$ cat src/design/rdp_pkg.sv
// ----------------------------------------------------------------------------
// rdp_pkg - shared types and constants for the rotary dial pulse decoder
// Command format between front and back, state codes, counter limits.
// ----------------------------------------------------------------------------
package rdp_pkg;

  // default number of digits the store holds
  localparam int MAX_DIGITS_DEF = 20;

  // depth of the command queue between front and back (power of two)
  localparam int CMD_DEPTH = 4;

  // configuration register indexes
  localparam logic CFG_GUARD   = 1'b0;
  localparam logic CFG_TIMEOUT = 1'b1;

  localparam int CFG_DATA_W = 16;

  // reset values of the configuration registers
  localparam logic [9:0]  GUARD_RESET   = 10'd70;
  localparam logic [15:0] TIMEOUT_RESET = 16'd3000;

  // saturation limits
  localparam logic [4:0]  COUNT_MAX = 5'd31;
  localparam logic [9:0]  SINCE_MAX = 10'd1023;
  localparam logic [15:0] IDLE_MAX  = 16'hFFFF;

  // ten pulses dial a zero
  localparam logic [4:0]  ZERO_PULSES = 5'd10;
  localparam logic [4:0]  NINE_PULSES = 5'd9;

  // one queue entry: optional digit write, then optional send of the number
  typedef struct packed {
    logic       wr;
    logic [3:0] digit;
    logic       send;
  } cmd_t;

  typedef enum logic [1:0] {
    BK_IDLE,
    BK_FETCH,
    BK_SEND
  } back_state_t;

endpackage

$ cat src/design/rdp_front.sv
// ----------------------------------------------------------------------------
// rdp_front - tick classifier
// Edge detection, pulse counting with guard, idle timer and send decision.
// Emits digit-write and send commands into the command queue.
// ----------------------------------------------------------------------------
module rdp_front #(
  parameter int MAX_DIGITS = rdp_pkg::MAX_DIGITS_DEF
) (
  input  logic                            clk,
  input  logic                            rst,
  input  logic                            push,
  input  logic                            dial_line,
  input  logic                            pulse_line,
  input  logic                            cfg_we,
  input  logic                            cfg_index,
  input  logic [rdp_pkg::CFG_DATA_W-1:0]  cfg_data,
  input  logic                            cmd_full,
  output logic                            cmd_push,
  output rdp_pkg::cmd_t                   cmd
);
  import rdp_pkg::*;

  localparam int HW = $clog2(MAX_DIGITS + 1);

  logic [9:0]    guard;
  logic [15:0]   timeout;
  logic          prev_dial;
  logic          prev_pulse;
  logic [4:0]    pulse_count;
  logic [9:0]    since_pulse;
  logic [15:0]   idle_ms;
  logic [HW-1:0] held;
  logic          pending;

  logic [4:0]    pulse_count_next;
  logic [9:0]    since_pulse_next;
  logic [15:0]   idle_ms_next;
  logic [HW-1:0] held_next;
  logic          pending_next;
  logic          accept;

  assign accept = push && !cmd_full;

  always_comb begin
    pulse_count_next = pulse_count;
    since_pulse_next = (since_pulse < SINCE_MAX) ? since_pulse + 10'd1 : since_pulse;
    idle_ms_next     = (idle_ms < IDLE_MAX) ? idle_ms + 16'd1 : idle_ms;
    held_next        = held;
    pending_next     = pending;
    cmd              = '0;

    // dial starts turning
    if (prev_dial && !dial_line) begin
      pulse_count_next = '0;
    end

    // pulse edge while dialing, past the guard time
    if (prev_pulse && !pulse_line && !dial_line && (since_pulse_next > guard)) begin
      since_pulse_next = '0;
      if (pulse_count_next < COUNT_MAX) begin
        pulse_count_next = pulse_count_next + 5'd1;
      end
    end

    // dial released; a full store drops the digit entirely
    if (!prev_dial && dial_line && (held < HW'(MAX_DIGITS))) begin
      if (pulse_count_next == ZERO_PULSES) begin
        cmd.wr    = 1'b1;
        cmd.digit = 4'd0;
      end else if (pulse_count_next != 5'd0 && pulse_count_next <= NINE_PULSES) begin
        cmd.wr    = 1'b1;
        cmd.digit = pulse_count_next[3:0];
      end
      idle_ms_next     = '0;
      pending_next     = 1'b1;
      pulse_count_next = '0;
    end

    held_next = held + HW'(cmd.wr);

    if (pending_next && (idle_ms_next > timeout) && (held_next != '0)) begin
      cmd.send     = 1'b1;
      held_next    = '0;
      pending_next = 1'b0;
    end
  end

  assign cmd_push = accept && (cmd.wr || cmd.send);

  always_ff @(posedge clk) begin
    if (rst) begin
      guard   <= GUARD_RESET;
      timeout <= TIMEOUT_RESET;
    end else if (cfg_we) begin
      case (cfg_index)
        CFG_GUARD:   guard   <= cfg_data[9:0];
        CFG_TIMEOUT: timeout <= cfg_data[15:0];
        default:     guard   <= guard;
      endcase
    end
  end

  always_ff @(posedge clk) begin
    if (rst) begin
      prev_dial   <= 1'b1;
      prev_pulse  <= 1'b1;
      pulse_count <= '0;
      since_pulse <= '0;
      idle_ms     <= '0;
      held        <= '0;
      pending     <= 1'b0;
    end else if (accept) begin
      prev_dial   <= dial_line;
      prev_pulse  <= pulse_line;
      pulse_count <= pulse_count_next;
      since_pulse <= since_pulse_next;
      idle_ms     <= idle_ms_next;
      held        <= held_next;
      pending     <= pending_next;
    end
  end

endmodule

$ cat src/design/rdp_cmd_fifo.sv
// ----------------------------------------------------------------------------
// rdp_cmd_fifo - command queue between front and back
// Small flop-based FIFO of cmd_t entries.
// ----------------------------------------------------------------------------
module rdp_cmd_fifo (
  input  logic          clk,
  input  logic          rst,
  input  logic          wr_en,
  input  rdp_pkg::cmd_t wr_data,
  input  logic          rd_en,
  output rdp_pkg::cmd_t rd_data,
  output logic          full,
  output logic          empty
);
  import rdp_pkg::*;

  localparam int PW = $clog2(CMD_DEPTH);

  cmd_t          slots [CMD_DEPTH];
  logic [PW-1:0] wp;
  logic [PW-1:0] rp;
  logic [PW:0]   cnt;

  assign full    = (cnt == (PW+1)'(CMD_DEPTH));
  assign empty   = (cnt == '0);
  assign rd_data = slots[rp];

  always_ff @(posedge clk) begin
    if (wr_en) begin
      slots[wp] <= wr_data;
    end
  end

  always_ff @(posedge clk) begin
    if (rst) begin
      wp  <= '0;
      rp  <= '0;
      cnt <= '0;
    end else begin
      if (wr_en) begin
        wp <= wp + PW'(1);
      end
      if (rd_en) begin
        rp <= rp + PW'(1);
      end
      cnt <= cnt + (PW+1)'(wr_en) - (PW+1)'(rd_en);
    end
  end

endmodule

$ cat src/design/rdp_back.sv
// ----------------------------------------------------------------------------
// rdp_back - digit store and number sender
// Executes queued commands: writes digits, then streams the number out.
// ----------------------------------------------------------------------------
module rdp_back #(
  parameter int MAX_DIGITS = rdp_pkg::MAX_DIGITS_DEF
) (
  input  logic          clk,
  input  logic          rst,
  input  logic          cmd_empty,
  input  rdp_pkg::cmd_t cmd,
  output logic          cmd_pop,
  input  logic          pop,
  output logic          empty,
  output logic [3:0]    digit_value,
  output logic          last_digit
);
  import rdp_pkg::*;

  localparam int HW = $clog2(MAX_DIGITS + 1);
  localparam int IW = (MAX_DIGITS > 1) ? $clog2(MAX_DIGITS) : 1;

  back_state_t   state;
  back_state_t   state_next;
  logic [HW-1:0] held;
  logic [IW-1:0] idx;
  logic [3:0]    mem [MAX_DIGITS];
  logic [3:0]    mem_q;
  logic          o_valid;

  logic          slot_free;
  logic          emit;
  logic          is_last;
  logic [IW-1:0] idx_inc;
  logic [IW-1:0] rd_addr;

  // next state
  always_comb begin
    state_next = state;
    case (state)
      BK_IDLE: begin
        if (!cmd_empty && cmd.send) begin
          state_next = BK_FETCH;
        end
      end
      BK_FETCH: state_next = BK_SEND;
      BK_SEND: begin
        if (slot_free && is_last) begin
          state_next = BK_IDLE;
        end
      end
      default: state_next = BK_IDLE;
    endcase
  end

  // outputs / datapath control
  always_comb begin
    slot_free = !o_valid || pop;
    cmd_pop   = 1'b0;
    emit      = 1'b0;
    case (state)
      BK_IDLE:  cmd_pop = !cmd_empty;
      BK_FETCH: emit    = 1'b0;
      BK_SEND:  emit    = slot_free;
      default:  cmd_pop = 1'b0;
    endcase
    is_last = (HW'(idx) == held - HW'(1));
    idx_inc = (idx == IW'(MAX_DIGITS - 1)) ? '0 : idx + IW'(1);
    rd_addr = emit ? idx_inc : idx;
  end

  // digit store, registered read
  always_ff @(posedge clk) begin
    if (cmd_pop && cmd.wr) begin
      mem[held[IW-1:0]] <= cmd.digit;
    end
    mem_q <= mem[rd_addr];
  end

  always_ff @(posedge clk) begin
    if (rst) begin
      state   <= BK_IDLE;
      held    <= '0;
      idx     <= '0;
      o_valid <= 1'b0;
    end else begin
      state <= state_next;
      if (cmd_pop && cmd.wr) begin
        held <= held + HW'(1);
      end else if (emit && is_last) begin
        held <= '0;
      end
      if (cmd_pop) begin
        idx <= '0;
      end else if (emit) begin
        idx <= idx_inc;
      end
      if (emit) begin
        o_valid <= 1'b1;
      end else if (pop) begin
        o_valid <= 1'b0;
      end
    end
  end

  always_ff @(posedge clk) begin
    if (emit) begin
      digit_value <= mem_q;
      last_digit  <= is_last;
    end
  end

  assign empty = !o_valid;

  // a number is never sent from an empty store
  a_send_nonempty: assert property (@(posedge clk) disable iff (rst)
    (state != BK_IDLE) |-> (held != '0))
    else $error("rdp_back: sending with no digits held");

  // read index stays inside the held digits while sending
  a_idx_range: assert property (@(posedge clk) disable iff (rst)
    (state == BK_SEND) |-> (HW'(idx) < held))
    else $error("rdp_back: read index past held digits");

  // the prime cycle always leads into streaming
  a_fetch_send: assert property (@(posedge clk) disable iff (rst)
    (state == BK_FETCH) |=> (state == BK_SEND))
    else $error("rdp_back: fetch not followed by send");

  // no command is taken while a number is streaming
  a_no_pop_send: assert property (@(posedge clk) disable iff (rst)
    (state != BK_IDLE) |-> !cmd_pop)
    else $error("rdp_back: command taken mid-send");

endmodule

$ cat src/design/rotary_dial_pulse_decoder.sv
// ----------------------------------------------------------------------------
// rotary_dial_pulse_decoder - rotary dial pulse decoder, top level
// Decodes millisecond-sampled dial and pulse lines into dialed numbers.
// ----------------------------------------------------------------------------
// Each input beat is one millisecond tick carrying the sampled dial_line
// (0 while the dial turns) and pulse_line. Pulses are counted on falling
// pulse edges while dialing, only when more than pulse_guard_ms ticks passed
// since the last counted pulse; on dial release 1..9 pulses store that digit
// and 10 store a zero. Once dial_timeout_ms idle ticks have passed since the
// last release and digits are held, the whole number comes out as a run of
// result beats, one digit each in dial order, last_digit marking the final
// one. The front takes a tick while full is low; ticks that produce a store
// or send command go into a 4-entry command queue, and full is raised only
// when that queue is full. After a fetch state that primes the registered
// store read, the back streams a held number at one digit per cycle while
// pop keeps the output slot free; the front keeps taking ticks meanwhile
// while the queue has room. Configuration writes (index 0: pulse guard,
// index 1: timeout) take effect at once and should be made while the block
// is idle.
// ----------------------------------------------------------------------------
module rotary_dial_pulse_decoder #(
  parameter int MAX_DIGITS = rdp_pkg::MAX_DIGITS_DEF
) (
  input  logic                           clk,
  input  logic                           rst,
  // tick input
  input  logic                           push,
  output logic                           full,
  input  logic                           dial_line,
  input  logic                           pulse_line,
  // digit output
  output logic                           empty,
  input  logic                           pop,
  output logic [3:0]                     digit_value,
  output logic                           last_digit,
  // configuration
  input  logic                           cfg_we,
  input  logic                           cfg_index,
  input  logic [rdp_pkg::CFG_DATA_W-1:0] cfg_data
);
  import rdp_pkg::*;

  cmd_t q_wr_data;
  cmd_t q_rd_data;
  logic q_push;
  logic q_pop;
  logic q_full;
  logic q_empty;

  // full reflects only queue space: every tick fits one queue entry
  assign full = q_full;

  rdp_front #(
    .MAX_DIGITS (MAX_DIGITS)
  ) u_front (
    .clk        (clk),
    .rst        (rst),
    .push       (push),
    .dial_line  (dial_line),
    .pulse_line (pulse_line),
    .cfg_we     (cfg_we),
    .cfg_index  (cfg_index),
    .cfg_data   (cfg_data),
    .cmd_full   (q_full),
    .cmd_push   (q_push),
    .cmd        (q_wr_data)
  );

  rdp_cmd_fifo u_queue (
    .clk     (clk),
    .rst     (rst),
    .wr_en   (q_push),
    .wr_data (q_wr_data),
    .rd_en   (q_pop),
    .rd_data (q_rd_data),
    .full    (q_full),
    .empty   (q_empty)
  );

  rdp_back #(
    .MAX_DIGITS (MAX_DIGITS)
  ) u_back (
    .clk         (clk),
    .rst         (rst),
    .cmd_empty   (q_empty),
    .cmd         (q_rd_data),
    .cmd_pop     (q_pop),
    .pop         (pop),
    .empty       (empty),
    .digit_value (digit_value),
    .last_digit  (last_digit)
  );

endmodule

$ cat config.mk
export PLATFORM = sky130hd
export DESIGN_NAME = rotary_dial_pulse_decoder
export DESIGN_NICKNAME = d
export VERILOG_FILES = /design/src/design/rdp_pkg.sv /design/src/design/rdp_front.sv /design/src/design/rdp_cmd_fifo.sv /design/src/design/rdp_back.sv /design/src/design/rotary_dial_pulse_decoder.sv
export SDC_FILE = /design/constraint.sdc
export NUM_CORES = 1
export LEC_CHECK = 0
export BUFFER_PORTS_ARGS = -buffer_cell sky130_fd_sc_hd__buf_4
export CAP_MARGIN = 5
export CORE_MARGIN = 1.5
export CORE_UTILIZATION = 53
export DETAILED_ROUTE_END_ITERATION = 16
export GPL_TIMING_DRIVEN = 0
export PLACE_DENSITY = 0.76
export SLEW_MARGIN = 10
export SYNTH_ARGS = -nofsm -noshare
export SYNTH_HDL_FRONTEND = slang
export SYNTH_HIERARCHICAL = 1
export SYNTH_SLANG_ARGS = --single-unit
$ cat constraint.sdc
create_clock -name clk -period 7.3 [get_ports clk]
set_clock_uncertainty 0.05 [all_clocks]
set_input_delay 0.365 -clock clk [delete_from_list [all_inputs] [get_ports clk]]
set_output_delay 0.365 -clock clk [all_outputs]
set_load 0.05 [all_outputs]
==> results of run 1 <==
[layout by cell type (no fill, tap or decap), drive strengths merged, types with 22 or more instances in the layout]
master / instances
a211oi: 22
a21oi: 60
buf: 57
clkbuf: 48
dfxtp: 91
edfxtp: 109
ha: 42
inv: 44
nand2: 126
nand2b: 24
nand3: 35
nor2: 105
o21ai: 41
[final timing paths]
kind | startpoint | slack [ns] | depth (start not counted) | to
min reg2reg | u_back/mem_q[1]$_DFF_P_ | 0.36 | 0 | u_back/digit_value[1]$_DFFE_PN_
min | cfg_data[2] | 0.09 | 2 | u_front/guard[2]$_SDFFE_PP1P_
max reg2reg | u_front/since_pulse[0]$_SDFFE_PP0P_ | 0.55 | 26 | u_queue/cnt[1]$_SDFF_PP0_
max | u_front/since_pulse[0]$_SDFFE_PP0P_ | 0.55 | 26 | u_queue/cnt[1]$_SDFF_PP0_
[area by class of cell]
type / count / area share [%]
multi-input combinational: 774 / 43.7
inverter: 43 / 1.37
timing repair buffer: 30 / 1.92
buffer: 55 / 2.20
clock buffer: 20 / 3.80
sequential: 200 / 43.3
tap: 265 / 2.82
clock inverter: 12 / 0.862
[cell usage after synthesis, types with 6 or more instances]
cell / n
o22ai_1: 9
buf_2: 18
nor3b_1: 6
xnor2_1: 16
mux2i_1: 20
clkbuf_1: 28
o21a_1: 10
a22oi_1: 19
nand2_1: 123
nand3b_1: 19
nor3_1: 19
inv_1: 43
a21oi_1: 59
edfxtp_1: 109
dfxtp_1: 91
xor2_1: 15
o21ai_0: 39
a21o_1: 11
or3_1: 8
mux4_2: 6
nor2_1: 101
and3_1: 15
nand2b_1: 23
a211oi_1: 21
nand3_1: 33
nand4_1: 12
ha_1: 42
a221oi_1: 8
and2_1: 14
nor2b_1: 11
[per-stage QoR]
stage               power, W  cell area (um^2)  util [%]  setup WS, ns
global route         0.00270             11800      60.0        0.0987
finish               0.00260             11800      60.0         0.549
detailed placement   0.00173             11200      57.2         0.545
CTS                  0.00261             11800      60.0         0.511
global placement     0.00172             11200      57.2         0.671
floorplan            0.00160             10600         -          1.57
[sequential cells by signal, indices dropped and copies added, names as in the netlist, 5 cells and up, named ones only]
name                 count
u_back/mem              80
u_queue/slots           24
u_front/idle_ms         16
u_front/timeout         16
u_front/guard           10
u_front/since_pulse     10
u_back/held              5
u_back/idx               5
u_front/held             5
u_front/pulse_count      5
[power groups by stage]
stage,logic (W),registers (W),clock network (W)
detailed placement,0.000390,0.00134,0
floorplan,0.000263,0.00133,0
finish,0.000395,0.00132,0.000886
global route,0.000433,0.00132,0.000943
global placement,0.000377,0.00134,0
CTS,0.000392,0.00132,0.000896
[worst max-delay path, delay by kind of cell, from the launching register on]
| family | cells | cell delay (ns) |
|---|---|---|
| flops | 1 | 0.42 |
| xor+xnor | 1 | 0.16 |
| compound gates | 8 | 2.24 |
| buf+inv | 2 | 0.42 |
| fa+ha+maj | 5 | 1.44 |
| simple gates | 10 | 1.88 |
[logic make-up after synthesis]
group,share of synthesized area [%]
DFF,47.8
muxes,3.91
and+or+nand+nor,21.0
buffers and inverters,3.95
xor gates and xnor gates,2.77
adders and majority gates,5.12
AOI/OAI and AO/OA,15.4
[per-layer routing]
metal  wire length [um]  vias to the layer above  GRT usage [%]
li1                   -                     4016              -
met1              11500                     4119           35.9
met2              11800                      367           40.1
met3               1840                       51           4.51
met4                605                        0           9.73
met5                  0                        -              0
==> impl_metrics.json, run 1 <==
{
  "clk_pin_slew_ns": 0.07,
  "coreArea_um2": 19600,
  "place_congestion": 0.878,
  "die_w_um": 145,
  "drive_above_1_share_pct": 11.5,
  "ys_seq_elements": 200,
  "max-cap-violations": 0,
  "ioPinCount": 31,
  "sequentialPowerShare_pct": 50.7,
  "tritoncts": "built",
  "worstPathArrival_ns": 7.02,
  "yosysSeqAreaShare_pct": 47.8,
  "grt_pass1_vias": 7931,
  "cts_setup_buffers": 0,
  "max_freq_mhz": 148,
  "syn2layout_area_growth_pct": 10.4,
  "synth_ff_type": "edfxtp_1",
  "cts_buffer_depth": 2,
  "critPathMaxFanout": 10,
  "avgSynthCellArea_um2": 9.93,
  "rsz0062_at_grt": "false",
  "synth_area_um2": 10600,
  "drc_errors": 0,
  "cts_inserted_buffers": 17,
  "synth_cell_type_count": 92,
  "yosys.area.top_type": "edfxtp_1",
  "p_sw_w": 0.000701,
  "finalSetupTns_ns": 0,
  "relSlewSlack_pct": 36.8,
  "cp.required_ns": 7.57,
  "crit_path_end_kind": "flip-flop",
  "root_buffer": "clkbuf_16",
  "diodes": 0,
  "synthCells": 1072,
  "fin_crit_ns": 6.75,
  "path_common_cell": "ha_1",
  "wirelength_mm": 25.8,
  "synth_top_area_share_pct": 30.7,
  "io_buffers": 30,
  "cp_slowest_cell": "a2111oi_4",
  "drt-initial-drc-count": 858,
  "hold-worst-slack_ns": 0.0870,
  "yosys_warnings": 6,
  "p_int_w": 0.00190,
  "clk_latency_ns": 0.44,
  "power_frac_clock_pct": 34.1,
  "tightestPinTransition_ns": 0.940,
  "std_cell_rows": 51,
  "grt.total_usage_pct": 25.7,
  "cts_resized": 0,
  "synth_edf_count": 109,
  "vias": 8553,
  "grt_max_degree": 21,
  "outcome": "complete, no violations",
  "cts_sinks": 200,
  "regArea_um2": 5090,
  "critPathMaxStageDelay_ns": 0.61,
  "hold_class": "in -> reg",
  "overflow": 0,
  "initial_utilization_pct": 54.4,
  "htree_num_levels": 4,
  "synthArstFlopShare_pct": 0,
  "nFillCells": 1704,
  "synth_nets": 1139,
  "grt_pass1_wl_mm": 41.2,
  "p_leak_nw": 4.38,
  "multi_input_area_um2": 5130,
  "fin_crit_sh_pct": 92.5,
  "comb_power_share_pct": 15.2,
  "final-instance-count-excl-fill": 1399,
  "fp.dieArea_um2": 21000,
  "die_h_um": 145,
  "crit_path_start_kind": "flip-flop",
  "postRouteAntennaNets": 0,
  "critPathKind": "reg -> reg",
  "via_per_inst": 6.11,
  "drtPass1Iterations": 6,
  "setup_viol": 0,
  "synthTopCellsByArea": "edfxtp_1 (31%), dfxtp_1 (17%), ha_1 (4.9%)",
  "wl_per_cell_um": 18.4,
  "hold_viol_final": 0,
  "drv_slew": 0,
  "antenna_found_initial": 0,
  "vdd_drop_max_mv": 0.183,
  "fin_nets": 1188,
  "place_inst": 1367,
  "swShare_pct": 27.0,
  "dpl.hpwl_mm": 18.8,
  "hold_buffers": 0,
  "power_density_nw_per_um2": 221
}
No activity file was read; power rests on OpenSTA's default activity.
==> inputs of run 2 (changes only) <==
--- a/config.mk
+++ b/config.mk
@@ -11,7 +11,7 @@
 export CORE_UTILIZATION = 53
 export DETAILED_ROUTE_END_ITERATION = 16
 export GPL_TIMING_DRIVEN = 0
-export PLACE_DENSITY = 0.76
+export PLACE_DENSITY_LB_ADDON = 0.05
 export SLEW_MARGIN = 10
 export SYNTH_ARGS = -nofsm -noshare
 export SYNTH_HDL_FRONTEND = slang
==> run 2 against run 1 <==
  * Count of clock-buffer cells in the layout fell by 3
  * Fmax rose by 0.59%
  * Worst setup slack improved by 0.040 ns
  * Critical path depth did not move
  * Sequential share of layout area fell by 0.20 points
  * Wire length rose by 3.6%
  * Flip-flop and latch count did not move
  * Clock power rose by 7.6%
  * Utilization rose by 0.27 points
  * Critical path type unchanged
  * Critical endpoint unchanged
  * Largest cell class unchanged
==> impl_metrics.json, run 2 (synthesis gave the netlist of run 1 again) <==
{
  "outcome": "complete, no violations",
  "wirelength_mm": 26.7,
  "critPathKind": "reg -> reg",
  "drt-initial-drc-count": 766,
  "postRouteAntennaNets": 0,
  "htree_num_levels": 4,
  "clk_latency_ns": 0.43,
  "tritoncts": "built",
  "crit_end": "u_queue/cnt[1]$_SDFF_PP0_",
  "overflow": 0,
  "multi_input_area_um2": 5130,
  "rrSetupSlack_ns": 0.59,
  "initial_utilization_pct": 54.4,
  "grt.total_usage_pct": 26.8,
  "setup_viol": 0,
  "finalSetupTns_ns": 0,
  "cp.required_ns": 7.58,
  "io_buffers": 30,
  "drc_errors": 0,
  "cts_inserted_buffers": 17,
  "place_congestion": 0.904,
  "regArea_um2": 5090,
  "final_common_cell": "nand2_1",
  "fin_crit_sh_pct": 91.9,
  "cts_setup_buffers": 0,
  "fin_nets": 1188,
  "hold_class": "in -> reg",
  "cts_sinks": 200,
  "placed_cell_area_um2": 11200,
  "drv_slew": 0,
  "max_freq_mhz": 149,
  "swShare_pct": 29.1,
  "die_h_um": 145,
  "cts_buffer_depth": 2,
  "clk_pin_slew_ns": 0.08,
  "grt_max_degree": 22,
  "syn2layout_area_growth_pct": 10.9,
  "vdd_drop_max_mv": 0.168,
  "hold_viol_final": 0,
  "design_area_um2": 11800,
  "largest_register_ffs": 80,
  "fin_crit_ns": 6.71,
  "worst-r2r-cell-count": 26,
  "dpl.hpwl_mm": 19.3,
  "critPathMaxFanout": 10,
  "crit_path_end_kind": "flip-flop",
  "cts_resized": 0,
  "p_leak_nw": 4.42,
  "grt_pass1_wl_mm": 42.3,
  "diodes": 0,
  "die_w_um": 145,
  "power_frac_clock_pct": 35.8,
  "nFillCells": 1655,
  "min_from": "cfg_data[11]",
  "vias": 8355,
  "relSlewSlack_pct": 41.4,
  "hold_buffers": 0,
  "critPathLaunch": "u_front/since_pulse[0]$_SDFFE_PP0P_",
  "mostFrequentLayoutCells": "nand2_1 (123), edfxtp_1 (109), nor2_1 (101)",
  "p_int_w": 0.00189,
  "final_util_pct": 60.3,
  "fp.dieArea_um2": 21000,
  "reg2reg_from": "u_front/since_pulse[0]$_SDFFE_PP0P_",
  "wl_per_cell_um": 19.1,
  "rsz0062_at_grt": "false",
  "sequentialPowerShare_pct": 49.4,
  "drive_above_1_share_pct": 11.9,
  "worstPathArrival_ns": 6.99,
  "max-cap-violations": 0,
  "crit_path_start_kind": "flip-flop",
  "drtPass1Iterations": 5,
  "comb_power_share_pct": 14.8,
  "tightestPinTransition_ns": 0.872,
  "grt_pass1_vias": 7757,
  "p_sw_w": 0.000774,
  "power_density_nw_per_um2": 225,
  "r2r_end": "u_queue/cnt[1]$_SDFF_PP0_",
  "coreArea_um2": 19600,
  "root_buffer": "clkbuf_16",
  "via_per_inst": 5.97,
  "antenna_found_initial": 0,
  "ioPinCount": 31,
  "std_cell_rows": 51
}
==> run 2: changes by cell type in the layout (fill, tap and decap cells not counted), moves of 2 or more <==
cell	change
clkinv_8	+3
inv_6	+2
clkinvlp_4	-2
clkbuf_1	-2
inv_8	+6
clkinv_1	-3
==> run 2: worst min path at each step <==
stage | to | slack [ns] | cells after the start
after floorplan | u_back/digit_value[0]$_DFFE_PN_ | 0.34 | 0
after global placement | u_back/digit_value[1]$_DFFE_PN_ | 0.34 | 0
after detailed placement | u_back/digit_value[1]$_DFFE_PN_ | 0.34 | 0
after CTS | u_front/timeout[11]$_SDFFE_PP1P_ | 0.07 | 3
after global routing | u_front/guard[2]$_SDFFE_PP1P_ | 0.07 | 2
final | u_front/timeout[11]$_SDFFE_PP1P_ | 0.09 | 3
==> run 2: layout make-up <==
| class | instances | share of cell area [%] |
|---|---|---|
| timing repair buffer | 30 | 1.91 |
| inverter | 43 | 1.37 |
| clock inverter | 15 | 1.49 |
| tap | 265 | 2.81 |
| sequential | 200 | 43.1 |
| buffer | 55 | 2.19 |
| multi-input combinational | 774 | 43.5 |
| clock buffer | 17 | 3.60 |
==> run 2: routing by layer <==
layer	GRT usage (%)	part of all wire, %
met1	39.9	49
met2	39.9	43
met3	5.07	6.5
met4	6.86	1.6
met5	0	0
==> run 2: power by group through the flow <==
stage                     clock, W  sequential [W]  combinational (W)
after floorplan                  0         0.00133           0.000263
after global placement           0         0.00134           0.000387
after detailed placement         0         0.00134           0.000394
after CTS                 0.000969         0.00132           0.000396
after global routing       0.00101         0.00132           0.000437
final                     0.000953         0.00132           0.000394
==> run 2: through the flow <==
| step | hold slack (ns) | total power [W] | instances | setup slack [ns] |
|---|---|---|---|---|
| global placement | 0.338 | 0.00173 | 1367 | 0.614 |
| detailed placement | 0.341 | 0.00174 | 1367 | 0.547 |
| global route | 0.0743 | 0.00277 | 1399 | 0.0851 |
| CTS | 0.0732 | 0.00268 | 1399 | 0.531 |
| finish | 0.0858 | 0.00266 | 1399 | 0.589 |
| floorplan | 0.336 | 0.00160 | 1072 | 1.57 |
==> run 2: critical path, stage by stage (launching register included) <==
cell,delay [ns]
dfxtp_1,0.42
ha_1,0.22
and3_1,0.17
nand4_1,0.33
and2_1,0.33
nand3_1,0.10
xnor2_1,0.16
ha_1,0.31
a21oi_1,0.16
o21ai_1,0.12
a2111oi_4,0.58
nor2_2,0.13
buf_2,0.23
a31oi_1,0.25
nor2_1,0.09
nor3_2,0.34
ha_1,0.26
nand3_1,0.15
nand3_1,0.12
o21ai_0,0.08
a22o_1,0.19
a221o_1,0.30
buf_2,0.19
o22ai_1,0.53
ha_1,0.26
fa_1,0.40
nor2b_1,0.13
==> inputs of run 3 (changes only) <==
--- a/config.mk
+++ b/config.mk
@@ -5,11 +5,11 @@
 export SDC_FILE = /design/constraint.sdc
 export NUM_CORES = 1
 export LEC_CHECK = 0
-export BUFFER_PORTS_ARGS = -buffer_cell sky130_fd_sc_hd__buf_4
 export CAP_MARGIN = 5
-export CORE_MARGIN = 1.5
-export CORE_UTILIZATION = 53
+export CORE_MARGIN = 5
+export CORE_UTILIZATION = 42
 export DETAILED_ROUTE_END_ITERATION = 16
+export DONT_BUFFER_PORTS = 1
 export GPL_TIMING_DRIVEN = 0
 export PLACE_DENSITY_LB_ADDON = 0.05
 export SLEW_MARGIN = 10
==> run 3 against run 2 <==
  * Flip-flop and latch count unchanged
  * Design area up 0.13%
  * Hold slack worse by 0.068 ns
  * Largest power group unchanged
  * Clock power up 6%
  * Worst setup slack better by 0.31 ns
  * Critical endpoint unchanged
  * Via count down 1.4%
==> impl_metrics.json, run 3 (synthesis gave the netlist of run 1 again) <==
{
  "outcome": "complete, no violations",
  "setup_viol": 0,
  "vias": 8234,
  "die_h_um": 169,
  "relSlewSlack_pct": 26.4,
  "die_w_um": 169,
  "clk_latency_ns": 0.43,
  "mostFrequentLayoutCells": "nand2_1 (123), edfxtp_1 (109), nor2_1 (101)",
  "cts_setup_buffers": 0,
  "cpLargestDelayFamily": "compound AO/OA/AOI/OAI gates",
  "syn2layout_area_growth_pct": 11.0,
  "cts_inserted_buffers": 17,
  "htree_num_levels": 4,
  "via_per_inst": 5.69,
  "hold_class": "in -> reg",
  "hold-worst-slack_ns": 0.0180,
  "drc_errors": 0,
  "cts_sinks": 200,
  "wl_per_cell_um": 20.0,
  "fin_crit_sh_pct": 87.7,
  "clk_pin_slew_ns": 0.08,
  "grt_pass1_vias": 7949,
  "drive_above_1_share_pct": 9.50,
  "initial_utilization_pct": 42.4,
  "min_from": "cfg_data[0]",
  "cp_slowest_cell": "a2111oi_4",
  "grt.total_usage_pct": 20.4,
  "rsz0062_at_grt": "false",
  "postRouteAntennaNets": 0,
  "crit_path_start_kind": "flip-flop",
  "std_cell_rows": 58,
  "worstPathArrival_ns": 6.65,
  "critPathKind": "reg -> reg",
  "path_common_cell": "ha_1",
  "min_to": "u_front/timeout[0]$_SDFFE_PP0P_",
  "tritoncts": "built",
  "holdPathStages": 2,
  "dpl.hpwl_mm": 21.1,
  "power_density_nw_per_um2": 230,
  "max-cap-violations": 0,
  "grt_max_degree": 21,
  "worst-r2r-cell-count": 25,
  "place_congestion": 0.858,
  "io_buffers": 0,
  "tightestPinTransition_ns": 1.10,
  "cp.buffers_inverters": 1,
  "max_freq_mhz": 156,
  "reg2reg_from": "u_front/since_pulse[0]$_SDFFE_PP0P_",
  "critPathMaxStageDelay_ns": 0.62,
  "fin_nets": 1170,
  "finalSetupTns_ns": 0,
  "drt-initial-drc-count": 654,
  "cp.required_ns": 7.55,
  "cts_buffer_depth": 2,
  "wirelength_mm": 28.9,
  "final_common_cell": "nand2_1",
  "root_buffer": "clkbuf_16",
  "coreArea_um2": 25100,
  "diodes": 0,
  "largest_register_ffs": 80,
  "drv_slew": 0,
  "critPathMaxFanout": 10,
  "vdd_drop_max_mv": 0.153,
  "ioPinCount": 31,
  "hold_viol_final": 0,
  "nFillCells": 2425,
  "fin_crit_ns": 6.40,
  "overflow": 0,
  "drtPass1Iterations": 5,
  "fp.dieArea_um2": 28600,
  "r2r_end": "u_queue/cnt[1]$_SDFF_PP0_",
  "grt_pass1_wl_mm": 45.8,
  "crit_path_end_kind": "flip-flop",
  "antenna_found_initial": 0,
  "rrSetupSlack_ns": 0.90,
  "p_leak_nw": 4.33
}
[run 3: cell count changes in the layout (fill, tap and decap cells not counted), sizes merged]
cell / change
clkinvlp: +2
buf: -30
inv: -4
bufinv: +2
dlygate4sd3: +12
[run 3: worst max path at each step]
stage / from / end / slack [ns] / depth (start not counted)
6_report: u_front/since_pulse[0]$_SDFFE_PP0P_ / u_queue/cnt[1]$_SDFF_PP0_ / 0.90 / 25
5_1_grt: u_front/since_pulse[0]$_SDFFE_PP0P_ / u_queue/cnt[1]$_SDFF_PP0_ / 0.22 / 26
4_1_cts: u_front/since_pulse[0]$_SDFFE_PP0P_ / u_queue/cnt[1]$_SDFF_PP0_ / 0.62 / 25
3_5_place_dp: u_front/since_pulse[0]$_SDFFE_PP0P_ / u_queue/cnt[1]$_SDFF_PP0_ / 0.66 / 25
3_3_place_gp: u_front/since_pulse[0]$_SDFFE_PP0P_ / u_queue/cnt[1]$_SDFF_PP0_ / 0.70 / 26
2_1_floorplan: u_front/since_pulse[0]$_SDFFE_PP0P_ / u_queue/cnt[1]$_SDFF_PP0_ / 1.57 / 25
[run 3: area by class of cell]
| cell class | instances | area, um^2 | area share [%] |
|---|---|---|---|
| Multi-Input combinational cell | 774 | 5140 | 43.5 |
| Sequential cell | 200 | 5090 | 43.1 |
| Clock buffer | 17 | 425 | 3.60 |
| Tap cell | 330 | 413 | 3.49 |
| Buffer | 55 | 259 | 2.19 |
| Clock inverter | 15 | 209 | 1.77 |
| Inverter | 43 | 161 | 1.37 |
| Timing Repair Buffer | 12 | 120 | 1.02 |
[run 3: metal layers]
metal / part of all wire [%] / up-vias / track usage (%)
met5: 0 / - / 0
met4: 1.9 / 0 / 5.85
met3: 4.3 / 32 / 3.28
met2: 48 / 216 / 33.7
met1: 46 / 4006 / 28.0
li1: - / 3980 / -
[run 3: repair_timing]
item	CTS	global route
setup endpoints to repair	0	1
hold endpoints to repair	24	2
resized for setup	0	1
hold buffers	10	2
[run 3: where the power goes]
group	switching [W]	internal, W	total [W]
registers	0.0000304	0.00129	0.00132
clock network	0.000481	0.000529	0.00101
logic	0.000263	0.000128	0.000390
total	0.000774	0.00194	0.00272
[run 3: worst register-to-register path, delay by kind of cell, from the launching register on]
kind                     cells  cell delay, ns
AND/OR/NAND/NOR              9            1.46
AO/OA/AOI/OAI                7            2.05
flip-flops                   1            0.41
adder cells (fa/ha/maj)      6            1.60
buffers and inverters        1            0.19
XOR/XNOR                     1            0.17
multiplexers                 1            0.37
[run 3: per-stage QoR]
step	setup slack [ns]	util [%]	power [W]	instances	area, um^2
2_1_floorplan	1.57	-	0.00160	1072	10600
3_3_place_gp	0.698	44.1	0.00173	1402	11100
3_5_place_dp	0.663	44.1	0.00173	1402	11100
4_1_cts	0.622	47.0	0.00275	1444	11800
5_1_grt	0.223	47.1	0.00285	1446	11800
6_report	0.899	47.1	0.00272	1446	11800
